## config.mk

```make
export PLATFORM = sky130hd
export DESIGN_NAME = lane_row_center_deviation_top_flat
export DESIGN_NICKNAME = d
export VERILOG_FILES = /design/src/hdl/lrcd_pkg.sv /design/src/hdl/lrcd_stream_if.sv /design/src/hdl/lrcd_div.sv /design/src/hdl/lrcd_calc.sv /design/src/hdl/lane_row_center_deviation_top.sv /design/src/flat_wrapper.sv
export SDC_FILE = /design/constraint.sdc
export NUM_CORES = 1
export LEC_CHECK = 0
export BUFFER_PORTS_ARGS = -buffer_cell sky130_fd_sc_hd__buf_2
export CORE_ASPECT_RATIO = 1.25
export CORE_MARGIN = 2
export CORE_UTILIZATION = 45
export DETAILED_ROUTE_END_ITERATION = 7
export GPL_TIMING_DRIVEN = 1
export PLACE_DENSITY_LB_ADDON = 0.08
export SLEW_MARGIN = 25
export SYNTH_ARGS = -nofsm -noshare
export SYNTH_HDL_FRONTEND = slang
export SYNTH_HIERARCHICAL = 1
export SYNTH_SLANG_ARGS = --single-unit
```

## constraint.sdc

```tcl
create_clock -name clk -period 18.1 [get_ports clk]
set_clock_uncertainty 0.2 [all_clocks]
set_input_delay 1.81 -clock clk [delete_from_list [all_inputs] [get_ports clk]]
set_output_delay 1.81 -clock clk [all_outputs]
set_load 0.05 [all_outputs]
```

## src/hdl/lrcd_pkg.sv

```systemverilog
// Shared types and constants for the lane row center deviation block.
`timescale 1ns / 1ps
package lrcd_pkg;

	localparam int PIXEL_W   = 8;
	localparam int DIM_CFG_W = 12;
	localparam int THR_W     = 8;
	localparam int MINW_W    = 11;
	localparam int LANE_MM_W = 14;
	localparam int DEV_W     = 25;
	localparam int STATUS_W  = 2;
	localparam int CFG_IDX_W = 3;
	localparam int CFG_DATA_W = 14;

	localparam logic [DIM_CFG_W-1:0] WIDTH_RST   = 12'd640;
	localparam logic [DIM_CFG_W-1:0] HEIGHT_RST  = 12'd480;
	localparam logic [THR_W-1:0]     THR_RST     = 8'd128;
	localparam logic [MINW_W-1:0]    MINW_RST    = 11'd30;
	localparam logic [LANE_MM_W-1:0] LANE_MM_RST = 14'd3500;

	// saturation limits of the deviation magnitude
	localparam longint DEV_POS_MAX = 64'd16777215;
	localparam longint DEV_NEG_MAX = 64'd16777216;

	localparam logic [STATUS_W-1:0] ST_VALID   = 2'd0;
	localparam logic [STATUS_W-1:0] ST_MISSING = 2'd1;
	localparam logic [STATUS_W-1:0] ST_NARROW  = 2'd2;

	typedef enum logic [CFG_IDX_W-1:0] {
		REG_IMAGE_WIDTH     = 3'd0,
		REG_IMAGE_HEIGHT    = 3'd1,
		REG_PIXEL_THRESHOLD = 3'd2,
		REG_MIN_LANE_WIDTH  = 3'd3,
		REG_LANE_WIDTH_MM   = 3'd4
	} cfg_reg_t;

	typedef enum logic [2:0] {
		CS_IDLE,
		CS_CHECK,
		CS_MEAN,
		CS_MUL,
		CS_SCALE,
		CS_OUT
	} calc_state_t;

	typedef struct packed {
		logic [PIXEL_W-1:0] pixel;
		logic               start_of_frame;
	} pix_t;

	typedef struct packed {
		logic signed [DEV_W-1:0] deviation_mm;
		logic [STATUS_W-1:0]     status;
	} res_t;

endpackage

```

## src/hdl/lrcd_stream_if.sv

```systemverilog
// Valid/ready stream channel carrying one payload struct per request.
`timescale 1ns / 1ps
interface lrcd_stream_if import lrcd_pkg::*; #(
	parameter type payload_t = pix_t
);
	logic     valid;
	logic     ready;
	payload_t data;

	modport source (output valid, output data, input ready);
	modport sink (input valid, input data, output ready);
endinterface

```

## src/hdl/lrcd_div.sv

```systemverilog
// Restoring divider, one quotient bit per cycle.
`timescale 1ns / 1ps
module lrcd_div #(
	parameter int NW = 22,
	parameter int DV = 12
) (
	input  logic          clk,
	input  logic          arst_n,
	input  logic          start,
	input  logic [NW-1:0] dividend,
	input  logic [DV-1:0] divisor,
	output logic          done,
	output logic [NW-1:0] quotient
);
	localparam int KW = $clog2(NW + 1);

	logic [NW-1:0] q_q;
	logic [DV-1:0] dsr_q;
	logic [DV-1:0] rem_q;
	logic [KW-1:0] cnt_q;
	logic          busy_q;
	logic          done_q;
	logic [DV:0]   rem_sh;
	logic [DV:0]   rem_sub;
	logic          fit;

	always_comb begin
		rem_sh  = {rem_q, q_q[NW-1]};
		fit     = rem_sh >= {1'b0, dsr_q};
		rem_sub = rem_sh - {1'b0, dsr_q};
	end

	always_ff @(posedge clk or negedge arst_n) begin
		if (!arst_n) begin
			busy_q <= 1'b0;
			done_q <= 1'b0;
			cnt_q  <= '0;
		end else begin
			done_q <= 1'b0;
			if (start) begin
				busy_q <= 1'b1;
				cnt_q  <= KW'(NW);
			end else if (busy_q) begin
				cnt_q <= cnt_q - KW'(1);
				if (cnt_q == KW'(1)) begin
					busy_q <= 1'b0;
					done_q <= 1'b1;
				end
			end
		end
	end

	// dividend register shifts out at the top and collects quotient bits at the bottom
	always_ff @(posedge clk) begin
		if (start) begin
			q_q   <= dividend;
			dsr_q <= divisor;
			rem_q <= '0;
		end else if (busy_q) begin
			q_q   <= {q_q[NW-2:0], fit};
			rem_q <= fit ? rem_sub[DV-1:0] : rem_sh[DV-1:0];
		end
	end

	assign done     = done_q;
	assign quotient = q_q;
endmodule

```

## src/hdl/lrcd_calc.sv

```systemverilog
// Sequencer that turns the scan-row totals into status and deviation.
`timescale 1ns / 1ps
module lrcd_calc import lrcd_pkg::*; #(
	parameter int MAX_DIM = 2048
) (
	input  logic                          clk,
	input  logic                          arst_n,
	input  logic                          go,
	input  logic [$clog2(MAX_DIM)-1:0]    left_edge,
	input  logic [$clog2(MAX_DIM)-1:0]    right_edge,
	input  logic                          edge_found,
	input  logic [2*$clog2(MAX_DIM)-1:0]  column_sum,
	input  logic [$clog2(MAX_DIM+1)-1:0]  lane_count,
	input  logic [$clog2(MAX_DIM+1)-1:0]  width_eff,
	input  logic [MINW_W-1:0]             min_lane_width,
	input  logic [LANE_MM_W-1:0]          lane_width_mm,
	output logic                          busy,
	lrcd_stream_if.source                 results
);
	localparam int CW = $clog2(MAX_DIM);
	localparam int DW = $clog2(MAX_DIM + 1);
	localparam int PW = CW + LANE_MM_W;
	localparam int NW = (2 * CW > PW) ? 2 * CW : PW;

	calc_state_t state_q, state_nx;

	logic [CW-1:0]       span;
	logic [CW-1:0]       span_q;
	logic [CW-1:0]       mag_q;
	logic                neg_q;
	logic [STATUS_W-1:0] status_q;
	logic [DEV_W-1:0]    dev_q;
	logic                res_valid_q;
	res_t                res_q;

	logic          div_start;
	logic [NW-1:0] div_dividend;
	logic [DW-1:0] div_divisor;
	logic          div_done;
	logic [NW-1:0] div_quot;

	logic [CW-1:0] mean;
	logic [CW-1:0] half;
	logic [CW-1:0] mag_nx;
	logic [DEV_W-1:0] sat_mag;
	logic          out_free;

	lrcd_div #(.NW(NW), .DV(DW)) u_div (
		.clk      (clk),
		.arst_n   (arst_n),
		.start    (div_start),
		.dividend (div_dividend),
		.divisor  (div_divisor),
		.done     (div_done),
		.quotient (div_quot)
	);

	always_comb begin
		span     = right_edge - left_edge;
		mean     = div_quot[CW-1:0];
		half     = CW'(width_eff >> 1);
		mag_nx   = (mean < half) ? (half - mean) : (mean - half);
		out_free = !res_valid_q || results.ready;
		if (neg_q) begin
			sat_mag = (64'(div_quot) > DEV_NEG_MAX) ? DEV_W'(DEV_NEG_MAX) : DEV_W'(div_quot);
		end else begin
			sat_mag = (64'(div_quot) > DEV_POS_MAX) ? DEV_W'(DEV_POS_MAX) : DEV_W'(div_quot);
		end
	end

	always_ff @(posedge clk or negedge arst_n) begin
		if (!arst_n) begin
			state_q <= CS_IDLE;
		end else begin
			state_q <= state_nx;
		end
	end

	always_comb begin
		state_nx     = state_q;
		div_start    = 1'b0;
		div_dividend = NW'(column_sum);
		div_divisor  = lane_count;
		case (state_q)
			CS_IDLE: begin
				if (go) state_nx = CS_CHECK;
			end
			CS_CHECK: begin
				if (!edge_found || left_edge == right_edge) begin
					state_nx = CS_OUT;
				end else if (32'(span) < 32'(min_lane_width)) begin
					state_nx = CS_OUT;
				end else begin
					div_start = 1'b1;
					state_nx  = CS_MEAN;
				end
			end
			CS_MEAN: begin
				if (div_done) state_nx = CS_MUL;
			end
			CS_MUL: begin
				div_start    = 1'b1;
				div_dividend = NW'(PW'(mag_q) * PW'(lane_width_mm));
				div_divisor  = DW'(span_q);
				state_nx     = CS_SCALE;
			end
			CS_SCALE: begin
				if (div_done) state_nx = CS_OUT;
			end
			CS_OUT: begin
				if (out_free) state_nx = CS_IDLE;
			end
			default: state_nx = CS_IDLE;
		endcase
	end

	always_ff @(posedge clk) begin
		case (state_q)
			CS_CHECK: begin
				span_q <= span;
				dev_q  <= '0;
				if (!edge_found || left_edge == right_edge) begin
					status_q <= ST_MISSING;
				end else if (32'(span) < 32'(min_lane_width)) begin
					status_q <= ST_NARROW;
				end else begin
					status_q <= ST_VALID;
				end
			end
			CS_MEAN: begin
				if (div_done) begin
					mag_q <= mag_nx;
					neg_q <= mean < half;
				end
			end
			CS_SCALE: begin
				if (div_done) dev_q <= neg_q ? (DEV_W'(0) - sat_mag) : sat_mag;
			end
			default: ;
		endcase
	end

	// result slot: frees up as the sink takes it
	always_ff @(posedge clk or negedge arst_n) begin
		if (!arst_n) begin
			res_valid_q <= 1'b0;
		end else if (state_q == CS_OUT && out_free) begin
			res_valid_q <= 1'b1;
		end else if (results.ready) begin
			res_valid_q <= 1'b0;
		end
	end

	always_ff @(posedge clk) begin
		if (state_q == CS_OUT && out_free) begin
			res_q.deviation_mm <= $signed(dev_q);
			res_q.status       <= status_q;
		end
	end

	assign busy          = state_q != CS_IDLE;
	assign results.valid = res_valid_q;
	assign results.data  = res_q;
endmodule

```

## src/hdl/lane_row_center_deviation_top.sv

```systemverilog
// Top level: configuration, raster counters, scan-row accumulation and result sequencer.
`timescale 1ns / 1ps
// Takes one pixel per cycle in raster order while ready is high. Pixels on every row
// but the scan row (height*3/4) only advance the column and row counters. The last
// pixel of the scan row starts the result sequencer, and the pixel port holds ready
// low until the result is placed in the output register: one shared bit-serial
// divider of NW = max(2*log2(MAX_DIM), log2(MAX_DIM)+14) bits computes the mean lane
// column and then the scaled deviation. A result waiting in the output register does
// not stall pixels by itself, but the next scan-row result then waits in the
// sequencer, with ready held low, until the sink takes the waiting one.
module lane_row_center_deviation_top import lrcd_pkg::*; #(
	parameter int MAX_DIM = 2048
) (
	input  logic                  clk,
	input  logic                  arst_n,
	input  logic                  cfg_we,
	input  logic [CFG_IDX_W-1:0]  cfg_idx,
	input  logic [CFG_DATA_W-1:0] cfg_wdata,
	lrcd_stream_if.sink           pixels,
	lrcd_stream_if.source         results
);
	localparam int CW = $clog2(MAX_DIM);
	localparam int DW = $clog2(MAX_DIM + 1);

	logic [DIM_CFG_W-1:0] width_q;
	logic [DIM_CFG_W-1:0] height_q;
	logic [THR_W-1:0]     thr_q;
	logic [MINW_W-1:0]    minw_q;
	logic [LANE_MM_W-1:0] lane_mm_q;

	logic [CW-1:0]   col_q, row_q, left_q, right_q;
	logic            found_q;
	logic [2*CW-1:0] sum_q;
	logic [DW-1:0]   count_q;

	logic [DW-1:0] w_eff, h_eff, scan_row;
	logic [CW-1:0] col, row;
	logic [CW-1:0] col_nx, row_nx, left_nx, right_nx;
	logic          found_nx;
	logic [2*CW-1:0] sum_nx;
	logic [DW-1:0] count_nx;
	logic          on_scan, last_col, accept, busy;

	always_ff @(posedge clk or negedge arst_n) begin
		if (!arst_n) begin
			width_q   <= WIDTH_RST;
			height_q  <= HEIGHT_RST;
			thr_q     <= THR_RST;
			minw_q    <= MINW_RST;
			lane_mm_q <= LANE_MM_RST;
		end else if (cfg_we) begin
			case (cfg_idx)
				REG_IMAGE_WIDTH:     width_q   <= cfg_wdata[DIM_CFG_W-1:0];
				REG_IMAGE_HEIGHT:    height_q  <= cfg_wdata[DIM_CFG_W-1:0];
				REG_PIXEL_THRESHOLD: thr_q     <= cfg_wdata[THR_W-1:0];
				REG_MIN_LANE_WIDTH:  minw_q    <= cfg_wdata[MINW_W-1:0];
				REG_LANE_WIDTH_MM:   lane_mm_q <= cfg_wdata[LANE_MM_W-1:0];
				default: ;
			endcase
		end
	end

	// zero counts as 1, anything above MAX_DIM as MAX_DIM
	always_comb begin
		if (width_q == '0) w_eff = DW'(1);
		else if (32'(width_q) > MAX_DIM) w_eff = DW'(MAX_DIM);
		else w_eff = DW'(width_q);
		if (height_q == '0) h_eff = DW'(1);
		else if (32'(height_q) > MAX_DIM) h_eff = DW'(MAX_DIM);
		else h_eff = DW'(height_q);
		scan_row = DW'((32'(h_eff) * 3) >> 2);
	end

	assign accept       = pixels.valid && pixels.ready;
	assign pixels.ready = !busy;

	always_comb begin
		col = pixels.data.start_of_frame ? '0 : col_q;
		row = pixels.data.start_of_frame ? '0 : row_q;
		if (DW'(col) >= w_eff) col = '0;
		if (DW'(row) >= h_eff) row = '0;

		on_scan  = DW'(row) == scan_row;
		last_col = DW'(col) == w_eff - DW'(1);

		if (DW'(col) + DW'(1) >= w_eff) begin
			col_nx = '0;
			row_nx = (DW'(row) + DW'(1) >= h_eff) ? '0 : row + CW'(1);
		end else begin
			col_nx = col + CW'(1);
			row_nx = row;
		end

		// accumulators start fresh at column 0 of the scan row
		if (col == '0) begin
			left_nx  = '0;
			right_nx = '0;
			found_nx = 1'b0;
			sum_nx   = '0;
			count_nx = '0;
		end else begin
			left_nx  = left_q;
			right_nx = right_q;
			found_nx = found_q;
			sum_nx   = sum_q;
			count_nx = count_q;
		end
		if (pixels.data.pixel > thr_q) begin
			sum_nx   = sum_nx + (2*CW)'(col);
			count_nx = count_nx + DW'(1);
			if (!found_nx) left_nx = col;
			found_nx = 1'b1;
			right_nx = col;
		end
	end

	always_ff @(posedge clk or negedge arst_n) begin
		if (!arst_n) begin
			col_q   <= '0;
			row_q   <= '0;
			left_q  <= '0;
			right_q <= '0;
			found_q <= 1'b0;
			sum_q   <= '0;
			count_q <= '0;
		end else if (accept) begin
			col_q <= col_nx;
			row_q <= row_nx;
			if (on_scan) begin
				left_q  <= left_nx;
				right_q <= right_nx;
				found_q <= found_nx;
				sum_q   <= sum_nx;
				count_q <= count_nx;
			end
		end
	end

	lrcd_calc #(.MAX_DIM(MAX_DIM)) u_calc (
		.clk            (clk),
		.arst_n         (arst_n),
		.go             (accept && on_scan && last_col),
		.left_edge      (left_q),
		.right_edge     (right_q),
		.edge_found     (found_q),
		.column_sum     (sum_q),
		.lane_count     (count_q),
		.width_eff      (w_eff),
		.min_lane_width (minw_q),
		.lane_width_mm  (lane_mm_q),
		.busy           (busy),
		.results        (results)
	);
endmodule
```

## src/flat_wrapper.sv

```systemverilog
// flat-port wrapper written by rule: the top's interface ports become plain ports
module lane_row_center_deviation_top_flat import lrcd_pkg::*;
#(
	parameter int MAX_DIM = 2048
)
  (clk, arst_n, cfg_we, cfg_idx, cfg_wdata, pixels_valid, pixels_data, pixels_ready, results_valid, results_data, results_ready);
  lrcd_stream_if pixels_i ();
  lrcd_stream_if results_i ();
  input  logic clk;
  input  logic arst_n;
  input  logic cfg_we;
  input  logic [CFG_IDX_W-1:0] cfg_idx;
  input  logic [CFG_DATA_W-1:0] cfg_wdata;
  input wire logic [$bits(pixels_i.valid)-1:0] pixels_valid;
  input wire logic [$bits(pixels_i.data)-1:0] pixels_data;
  output wire logic [$bits(pixels_i.ready)-1:0] pixels_ready;
  output wire logic [$bits(results_i.valid)-1:0] results_valid;
  output wire logic [$bits(results_i.data)-1:0] results_data;
  input wire logic [$bits(results_i.ready)-1:0] results_ready;
  assign pixels_i.valid = pixels_valid;
  assign pixels_i.data = pixels_data;
  assign pixels_ready = pixels_i.ready;
  assign results_valid = results_i.valid;
  assign results_data = results_i.data;
  assign results_i.ready = results_ready;
  lane_row_center_deviation_top #(.MAX_DIM(MAX_DIM)) u_core (.clk(clk), .arst_n(arst_n), .cfg_we(cfg_we), .cfg_idx(cfg_idx), .cfg_wdata(cfg_wdata), .pixels(pixels_i), .results(results_i));
endmodule
```

==> results of run 1 <==
[worst max-delay path, delay by kind of cell]
| kind | cells | cell delay [ns] |
|---|---|---|
| compound gates | 11 | 2.60 |
| simple gates | 7 | 2.02 |
| buf+inv | 6 | 1.47 |
| fa+ha+maj | 4 | 1.05 |
[worst paths after layout]
kind                                           start                       endpoint  slack, ns  depth (start not counted)
min                        u_core/u_calc/status_q[1]  u_core/u_calc/results.data[1]       0.22                          0
max in group asynchronous                     arst_n                u_core/row_q[4]      15.27                          2
max                                   pixels_data[0]               u_core/sum_q[14]       9.46                         28
min in group asynchronous                     arst_n   u_core/u_calc/u_div/cnt_q[0]       1.03                          1
min reg2reg                u_core/u_calc/status_q[1]  u_core/u_calc/results.data[1]       0.22                          0
max reg2reg                        u_core/width_q[1]               u_core/sum_q[14]      10.21                         28
[power by group]
group | total [mW] | switching [mW] | internal [mW]
Combinational | 2.17 | 1.36 | 0.806
Sequential | 0.662 | 0.0631 | 0.599
Clock | 0.617 | 0.253 | 0.365
Total | 3.45 | 1.68 | 1.77
[logic make-up (layout without fill, tap and decap cells)]
family / count (synthesis) / after routing / share of synthesized area
and+or+nand+nor: 852 / 852 / 0.1903
xor gates and xnor gates: 89 / 89 / 0.03639
muxes: 102 / 102 / 0.05036
DFF: 237 / 237 / 0.2829
AOI/OAI and AO/OA: 502 / 502 / 0.1613
adders and majority gates: 310 / 310 / 0.2128
buffers and inverters: 382 / 375 / 0.06591
[Yosys cell counts (all sizes together), types with 10 or more instances]
cell and count:
a311oi 16, xnor2 53, ha 197, dfxtp 12, and3 13, a31oi 20, dfstp 18, nor3 37
fa 113, mux2 78, clkbuf 100, o31ai 17, nand3 60, dfrtp 129, o211ai 24, nand4 20
o21ai 129, nand2b 29, and2 109, a21oi 79, xor2 34, a22o 26, a21o 31, edfxtp 78
or3 18, a2111oi 10, buf 14, o21a 22, inv 268, nor3b 10, nor4 25, nand2 331
or4 11, o41ai 17, nor2b 36, a211oi 24, nor2 115, o2111ai 10, mux2i 24
[layer usage]
metal | up-vias | share of wire | routed length [um]
met3 | 124 | 0.031 | 1994
met1 | 9154 | 0.42 | 27150
met4 | 0 | 0.039 | 2536
met2 | 386 | 0.51 | 32930
li1 | 8559 | - | -
met5 | - | 0 | 0
[stage by stage]
stage / utilization / cell area, um^2
after CTS: 0.4883 / 23960
after floorplan: - / 22210
after global routing: 0.4883 / 23960
final: 0.4883 / 23960
after detailed placement: 0.4675 / 22940
after global placement: 0.4674 / 22940
[area by class of cell]
type                            instances  area [um^2]
Clock buffer                           36        814.5
Clock inverter                         16        202.7
Fill cell                            4718        25110
Inverter                              268         1006
Multi-Input combinational cell       1855        14520
Sequential cell                       237         6284
Tap cell                              651        814.5
Timing Repair Buffer                   55        316.6
[flip-flops by register name, indices dropped and copies added, names as in the netlist, 12 cells and up]
register / cells
u_core/lane_mm_q: 14
u_core/u_calc/u_div/quotient: 25
u_core/width_q: 12
u_core/height_q: 12
u_core/u_calc/u_div/rem_q: 12
u_core/u_calc/u_div/dsr_q: 12
u_core/count_q: 12
u_core/sum_q: 22
[cell usage in the layout, fill, tap and decap left out, types with 11 or more instances in the layout]
| cell type | n |
|---|---|
| a211oi_1 | 20 |
| a21o_1 | 31 |
| a21oi_1 | 75 |
| a22o_1 | 26 |
| a31oi_1 | 20 |
| and2_1 | 108 |
| and3_1 | 13 |
| buf_2 | 40 |
| buf_4 | 14 |
| clkbuf_16 | 31 |
| dfrtp_1 | 129 |
| dfstp_2 | 18 |
| dfxtp_1 | 12 |
| edfxtp_1 | 78 |
| fa_1 | 113 |
| ha_1 | 197 |
| inv_1 | 267 |
| mux2_2 | 78 |
| mux2i_1 | 24 |
| nand2_1 | 329 |
| nand2b_1 | 29 |
| nand3_1 | 60 |
| nand4_1 | 20 |
| nor2_1 | 114 |
| nor2b_1 | 36 |
| nor3_1 | 36 |
| nor4_1 | 22 |
| o211ai_1 | 23 |
| o21a_1 | 22 |
| o21ai_0 | 124 |
| o31ai_1 | 13 |
| o41ai_1 | 17 |
| or3_1 | 17 |
| or4_1 | 11 |
| xnor2_1 | 53 |
| xor2_1 | 34 |
==> impl_metrics.toml, run 1 <==
[routing]
first_pass_iters = 5
viasPerCell = 5.844
routed_wl_mm = 64.62
final_antenna_net_count = 0
avgRoutedWirePerCell_um = 20.72
drcViolationCount = 0
vias = 18223
drt_iter0_drc = 923

[floorplan]
num_rows = 91
coreArea_um2 = 49070
die_y_um = 252.4
num_io_pins = 42
start_util = 0.4526
die_area_um2 = 51160
die_x_um = 202.7

[sta]
worstMarginPinSlew_ns = 0.9909
fin_setup_tns_ns = 0
hold_slack_ns = 0.2190
finalHoldViolCount = 0
period_share = 0.4774
max_freq_mhz = 115.7
grt_setup_unrepaired = "no"
slew_headroom = 0.3379
worst_slack_ns = 9.459
maxSlewViolCount = 0
finalSetupViolations = 0
fin_crit_ns = 8.641

[worst_setup_path]
critical_path_required_ns = 18.43
worstSetupPathType = "in -> reg"
critPathMaxStageDelay_ns = 0.54
end_kind = "flop"
slowest_stage = "or4_1"
crit_arrival_ns = 8.97
cp_max_fo = 23
cp_common_cell = "inv_1"
critPathLaunchType = "primary input"

[placed_design]
place_hpwl_mm = 49.49
port_buffers = 41
place_congestion = 0.9026
detailedPlace.worstSlack_ns = 9.007
placed_cells = 3066

[clocking]
clockBufferDepth = 3
clk_pin_slew_ns = 0.07
cts_resized = 0
post-cts-setup-buffer-count = 0
h-tree-depth = 1
worst_skew_pair.late_latency_ns = 0.59
clock-root-buffer = "clkbuf_16"
hold_buffers = 0
clock_sinks = 237
cts_made_buffers = 28
cts_tree = "yes"

[synth]
synthTopCellsByArea = "dfrtp_1 (15%), ha_1 (11%), edfxtp_1 (11%)"
yosysTopAreaCellShare = 0.1453
synth-seq-cells = 237
synth_edf_count = 78
synth_top_cell_by_area = "dfrtp_1"
async_flop_share = 0.6203
synth_flop_cell = "dfrtp_1"
syn_nets = 2815
avgSynthCellArea_um2 = 8.978
ys_seq_area_frac = 0.2829
synth_area_um2 = 22210
synth.distinct_cells = 98
yosysWarnings = 6
syn_inst = 2474

[cells_and_area]
final_nets = 2786
fin_cells = 3118
diodes = 0
drive_gt1_frac = 0.1054
area_growth_pct = 7.875

[global_routing]
met2_usage = 0.4647
grt_util_met3 = 0.01650
grt_first_pass_wirelength_mm = 104.0
grt_use_met1 = 0.3195
grt_pass1_vias = 18702
grt_usage = 0.2574
antenna_found_initial = 0
grt_start_max_net_pins = 87
globalRoute.busiestLayer = "met2"
grt-ovfl-total = 0

[pwr]
power_mw = 3.446
ir_drop_mv = 0.1544
powerDensity_nw_per_um2 = 143.8
p_leak_nw = 10.77

[run]
maxCapViolations = 0

[status]
status = "finished clean"

[hold_path]
hold_path.class = "reg -> reg"
Power figures use the tool's default switching activity.
==> run 2: changes to the inputs <==
ABC_AREA = 1   (was default)
clock period = 7.5 ns   (was 18.1 ns; I/O delays follow)
==> run 2 against run 1 <==
Compared with the run above: the flow now finishes with violations (negative hold slack); worst hold slack worse by 0.23 ns; die area is 0.12% lower; clock power is 120% higher; sequential cell count stayed put; power is 140% higher; setup slack worse by 8.5 ns.
==> impl_metrics.toml, run 2 <==
[worst_setup_path]
path_buf_inv = 7
cp_common_cell = "nand2_1"
crit_arrival_ns = 6.79
critPathLaunchType = "flop"
path_delay_family = "simple AND/OR/NAND/NOR gates"
critical_path_required_ns = 7.77
r2r_slack_ns = 0.98
rr_worst_depth = 39
critPathMaxStageDelay_ns = 0.43
cp_max_fo = 21
end_kind = "flop"
reg2reg_from = "u_core/width_q[8]"
worstSetupPathType = "reg -> reg"
r2r_end = "u_core/sum_q[20]"
slowest_stage = "fa_1"

[global_routing]
grt_usage = 0.2408
grt_start_max_net_pins = 80
grt_first_pass_wirelength_mm = 98.46
grt-ovfl-total = 0
grt_pass1_vias = 18662
antenna_found_initial = 0

[cells_and_area]
drive_gt1_frac = 0.06923
largest_reg_flops = 25
final_common_cell = "nand2_1"
area_growth_pct = 7.174
mostFrequentLayoutCells = "nand2_1 (871), inv_1 (563), nor2_1 (199)"
final_nets = 3338
diodes = 0

[clocking]
worst_skew_pair.late_latency_ns = 0.59
cts_tree = "yes"
hold_buffers = 0
clock-root-buffer = "clkbuf_16"
h-tree-depth = 1
cts_resized = 0
post-cts-setup-buffer-count = 0
cts_made_buffers = 28
clockBufferDepth = 3
clock_sinks = 237
clk_pin_slew_ns = 0.06

[pwr]
power_frac_seq = 0.225
internal-power_mw = 4.127
powerDensity_nw_per_um2 = 349.6
ir_drop_mv = 0.2317
power_frac_clock = 0.166
power_mw = 8.312
pwr-share-comb = 0.609
p_leak_nw = 12.57
switching_share = 0.5035
p_sw_mw = 4.185

[run]
maxCapViolations = 0

[floorplan]
die_area_um2 = 51100
coreArea_um2 = 48530
die_x_um = 202.6
num_io_pins = 42
die_y_um = 252.2
num_rows = 90
start_util = 0.4571

[sta]
slew_headroom = 0.2929
hold_slack_ns = -0.01142
grt_setup_unrepaired = "no"
max_freq_mhz = 153.3
finalSetupViolations = 0
fin_crit_ns = 6.522
maxSlewViolCount = 0
period_share = 0.8696
fin_setup_tns_ns = 0
finalHoldViolCount = 5
worstMarginPinSlew_ns = 1.057

[synth]
synth_flop_cell = "dfrtp_1"
yosysWarnings = 6
yosys-top-cells-count = "nand2_1 (871), inv_1 (564), nor2_1 (200), ha_1 (197), o21ai_0 (137)"
synth.distinct_cells = 61
synthTopCellsByArea = "nand2_1 (15%), dfrtp_1 (15%), ha_1 (11%)"
yosysMostFrequentCell = "nand2_1"
async_flop_share = 0.6203
synth_top_cell_by_area = "nand2_1"
syn_nets = 3341
synth_edf_count = 78
yosysTopAreaCellShare = 0.1474
avgSynthCellArea_um2 = 7.395
syn_inst = 3000
synth_area_um2 = 22180
synth-seq-cells = 237
ys_seq_area_frac = 0.2832

[routing]
avgRoutedWirePerCell_um = 16.46
vias = 18743
drcViolationCount = 0
viasPerCell = 5.117
final_antenna_net_count = 0
routed_wl_mm = 60.30
drt_iter0_drc = 1036
first_pass_iters = 5

[status]
violations = "negative hold slack"
status = "complete, but fails checks"

[placed_design]
port_buffers = 41
place_congestion = 0.9206
place_hpwl_mm = 47.96

[hold_path]
hold_path.class = "in -> async"
==> run 2: logic make-up (layout without fill, tap and decap cells) <==
family	count (synthesis)	after routing	synth area share
AND/OR/NAND/NOR	1323	1323	0.2510
buffers and inverters	666	685	0.1192
AO/OA/AOI/OAI	365	365	0.09408
adder cells (fa/ha/maj)	310	310	0.2131
flip-flops	237	237	0.2832
XOR/XNOR	97	97	0.03830
multiplexers	2	2	0.001015
==> run 2: worst register-to-register path: cells and delay by family, from the launching register on <==
kind | cells | cell delay [ns]
simple gates | 23 | 2.99
fa+ha+maj | 4 | 1.21
buf+inv | 7 | 0.92
compound gates | 5 | 0.73
flops | 1 | 0.39
==> run 2: final cells by class <==
type / count / area (um^2)
multi-input combinational: 2097 / 13260
inverter: 580 / 2181
fill: 4922 / 24760
sequential: 237 / 6284
clock buffer: 34 / 775.7
timing repair buffer: 53 / 301.5
clock inverter: 18 / 165.2
tap: 644 / 805.8
==> run 2: how the worst max path moves through the flow <==
stage	start	cells past startpoint	end
final	u_core/width_q[8]	39	u_core/sum_q[20]
after global routing	u_core/width_q[8]	39	u_core/sum_q[20]
after CTS	u_core/width_q[8]	39	u_core/sum_q[20]
after detailed placement	u_core/width_q[8]	39	u_core/sum_q[20]
after global placement	u_core/width_q[8]	31	u_core/row_q[9]
after floorplan	u_core/width_q[1]	41	u_core/sum_q[20]
==> run 2: metrics by stage <==
stage / std cells / instance area [um^2] / hold slack (ns) / utilization / worst slack [ns]
2_1_floorplan: 3000 / 22180 / 0.2003 / - / 1.860
3_3_place_gp: 3611 / 22830 / 0.2009 / 0.4704 / 1.163
3_5_place_dp: 3611 / 22830 / 0.2097 / 0.4705 / 1.010
4_1_cts: 3663 / 23780 / 0.02018 / 0.4899 / 1.026
5_1_grt: 3663 / 23780 / 0.05176 / 0.4899 / 0.2404
6_report: 3663 / 23780 / -0.01142 / 0.4899 / 0.9776
==> run 2: power groups by stage <==
stage / Sequential (mW) / Combinational, mW / Clock, mW
after floorplan: 1.80 / 3.73 / 0
after global placement: 1.89 / 5.04 / 0
after detailed placement: 1.89 / 5.06 / 0
after CTS: 1.87 / 5.10 / 1.42
after global routing: 1.90 / 5.76 / 1.47
final: 1.87 / 5.06 / 1.38
==> run 2: layer usage <==
layer,vias to the layer above,GRT usage,part of all wire,routed length [um]
met5,-,0,0,0
met4,0,0.08071,0.034,2067
met3,96,0.01766,0.030,1831
met1,8919,0.3020,0.43,26110
li1,9393,-,-,-
met2,335,0.4373,0.50,30290
==> run 3: changes to the inputs <==
CORE_MARGIN = 3   (was 2)
==> run 3 against run 2 <==
Compared with the run above: the flow now finishes without violations; combinational power is essentially flat; fmax grew 0.58%; global-route usage shrank 0.10 points; via count grew 0.52%.
==> impl_metrics.toml, run 3 (synthesis gave the netlist of run 2 again) <==
[placed_design]
dpl_cell_area_um2 = 22840
port_buffers = 41
place_congestion = 0.9098
placed_cells = 3612
place_hpwl_mm = 48.30
detailedPlace.worstSlack_ns = 1.017

[floorplan]
start_util = 0.4571
die_y_um = 254.2
die_x_um = 204.6
die_area_um2 = 52010
num_rows = 90
num_io_pins = 42
coreArea_um2 = 48530

[pwr]
power_frac_seq = 0.223
powerDensity_nw_per_um2 = 352.7
p_sw_mw = 4.156
power_frac_clock = 0.175
switching_share = 0.4940
p_leak_nw = 12.60
ir_drop_mv = 0.2093
pwr-share-comb = 0.602
internal-power_mw = 4.257

[cells_and_area]
final_nets = 3340
register_area_um2 = 6284
mostFrequentLayoutCells = "nand2_1 (871), inv_1 (563), nor2_1 (200)"
fin_cells = 3666
drive_gt1_frac = 0.07015
multi_input_area_um2 = 13270
diodes = 0
final_cell_area_um2 = 23860
final_common_cell = "nand2_1"
area_growth_pct = 7.535
largest_reg_flops = 25
fill_cells = 4834

[global_routing]
grt-ovfl-total = 0
grt_first_pass_wirelength_mm = 100.3
grt_pass1_vias = 19265
grt_start_max_net_pins = 91
grt_usage = 0.2398
antenna_found_initial = 0

[sta]
worst_slack_ns = 1.015
period_share = 0.8646
worstMarginPinSlew_ns = 0.9950
fin_setup_tns_ns = 0
finalSetupViolations = 0
slew_headroom = 0.3342
grt_setup_unrepaired = "no"
maxSlewViolCount = 0
fin_crit_ns = 6.485
hold_slack_ns = 0.03814
max_freq_mhz = 154.2
finalHoldViolCount = 0

[worst_setup_path]
critical_path_required_ns = 7.77
rr_worst_depth = 37
cp_max_fo = 21
worstSetupPathType = "reg -> reg"
r2r_end = "u_core/sum_q[20]"
slowest_stage = "fa_1"
r2r_slack_ns = 1.02
crit_arrival_ns = 6.76
reg2reg_from = "u_core/width_q[8]"
cp_common_cell = "nand2_1"
critPathLaunchType = "flop"
crit_start = "u_core/width_q[8]"
critPathMaxStageDelay_ns = 0.42
end_kind = "flop"

[routing]
first_pass_iters = 5
drt_iter0_drc = 1096
avgRoutedWirePerCell_um = 16.68
vias = 18840
final_antenna_net_count = 0
routed_wl_mm = 61.16
viasPerCell = 5.139
drcViolationCount = 0

[run]
maxCapViolations = 0

[clocking]
worst_skew_pair.late_latency_ns = 0.58
clock-root-buffer = "clkbuf_16"
cts_tree = "yes"
post-cts-setup-buffer-count = 0
hold_buffers = 0
h-tree-depth = 1
cts_made_buffers = 29
clk_pin_slew_ns = 0.06
clock_sinks = 237
cts_resized = 0
clockBufferDepth = 3

[hold_path]
hold_path.class = "in -> async"

[status]
status = "finished clean"
[run 3: changes by cell type in the layout (fill, tap and decap cells not counted), sizes merged]
cell,before,now
bufinv,1,4
clkbuf,34,38
buf,53,54
inv,580,578
clkinvlp,3,4
clkinv,14,10
[run 3: per-layer routing]
metal  GRT usage  up-vias  part of all wire
met5           0        -                 0
met4     0.06825        0             0.029
li1            -     9401                 -
met3     0.01992       93             0.034
met1      0.2999     8988              0.43
met2      0.4423      358              0.51
[run 3: worst max path at each step]
stage / end / slack [ns] / cells after the start
floorplan: u_core/sum_q[20] / 1.86 / 41
global placement: u_core/sum_q[20] / 1.19 / 39
detailed placement: u_core/sum_q[20] / 1.02 / 39
CTS: u_core/sum_q[20] / 1.02 / 39
global route: u_core/sum_q[20] / 0.16 / 39
finish: u_core/sum_q[20] / 1.02 / 37
[run 3: worst max-delay path, delay by kind of cell, from the launching register on]
family,cells,cell delay [ns]
AO/OA/AOI/OAI,5,0.77
adder cells (fa/ha/maj),4,1.19
buffers and inverters,7,0.94
flip-flops,1,0.39
AND/OR/NAND/NOR,21,2.90
[run 3: final cells by class]
cell class	count	area share
clock inverter	16	0.008864
clock buffer	38	0.03352
inverter	580	0.09142
tap	644	0.03378
sequential	237	0.2634
multi-input combinational	2097	0.5561
timing repair buffer	54	0.01295
[run 3: metrics by stage]
step | utilization | power, mW
after floorplan | - | 5.530
after global placement | 0.4706 | 6.931
after detailed placement | 0.4706 | 6.962
after CTS | 0.4914 | 8.504
after global routing | 0.4915 | 9.229
final | 0.4915 | 8.413
[run 3: power groups by stage]
stage / clock (mW) / sequential [mW] / combinational, mW
2_1_floorplan: 0 / 1.80 / 3.73
3_3_place_gp: 0 / 1.89 / 5.04
3_5_place_dp: 0 / 1.90 / 5.06
4_1_cts: 1.52 / 1.88 / 5.10
5_1_grt: 1.57 / 1.91 / 5.75
6_report: 1.47 / 1.88 / 5.06
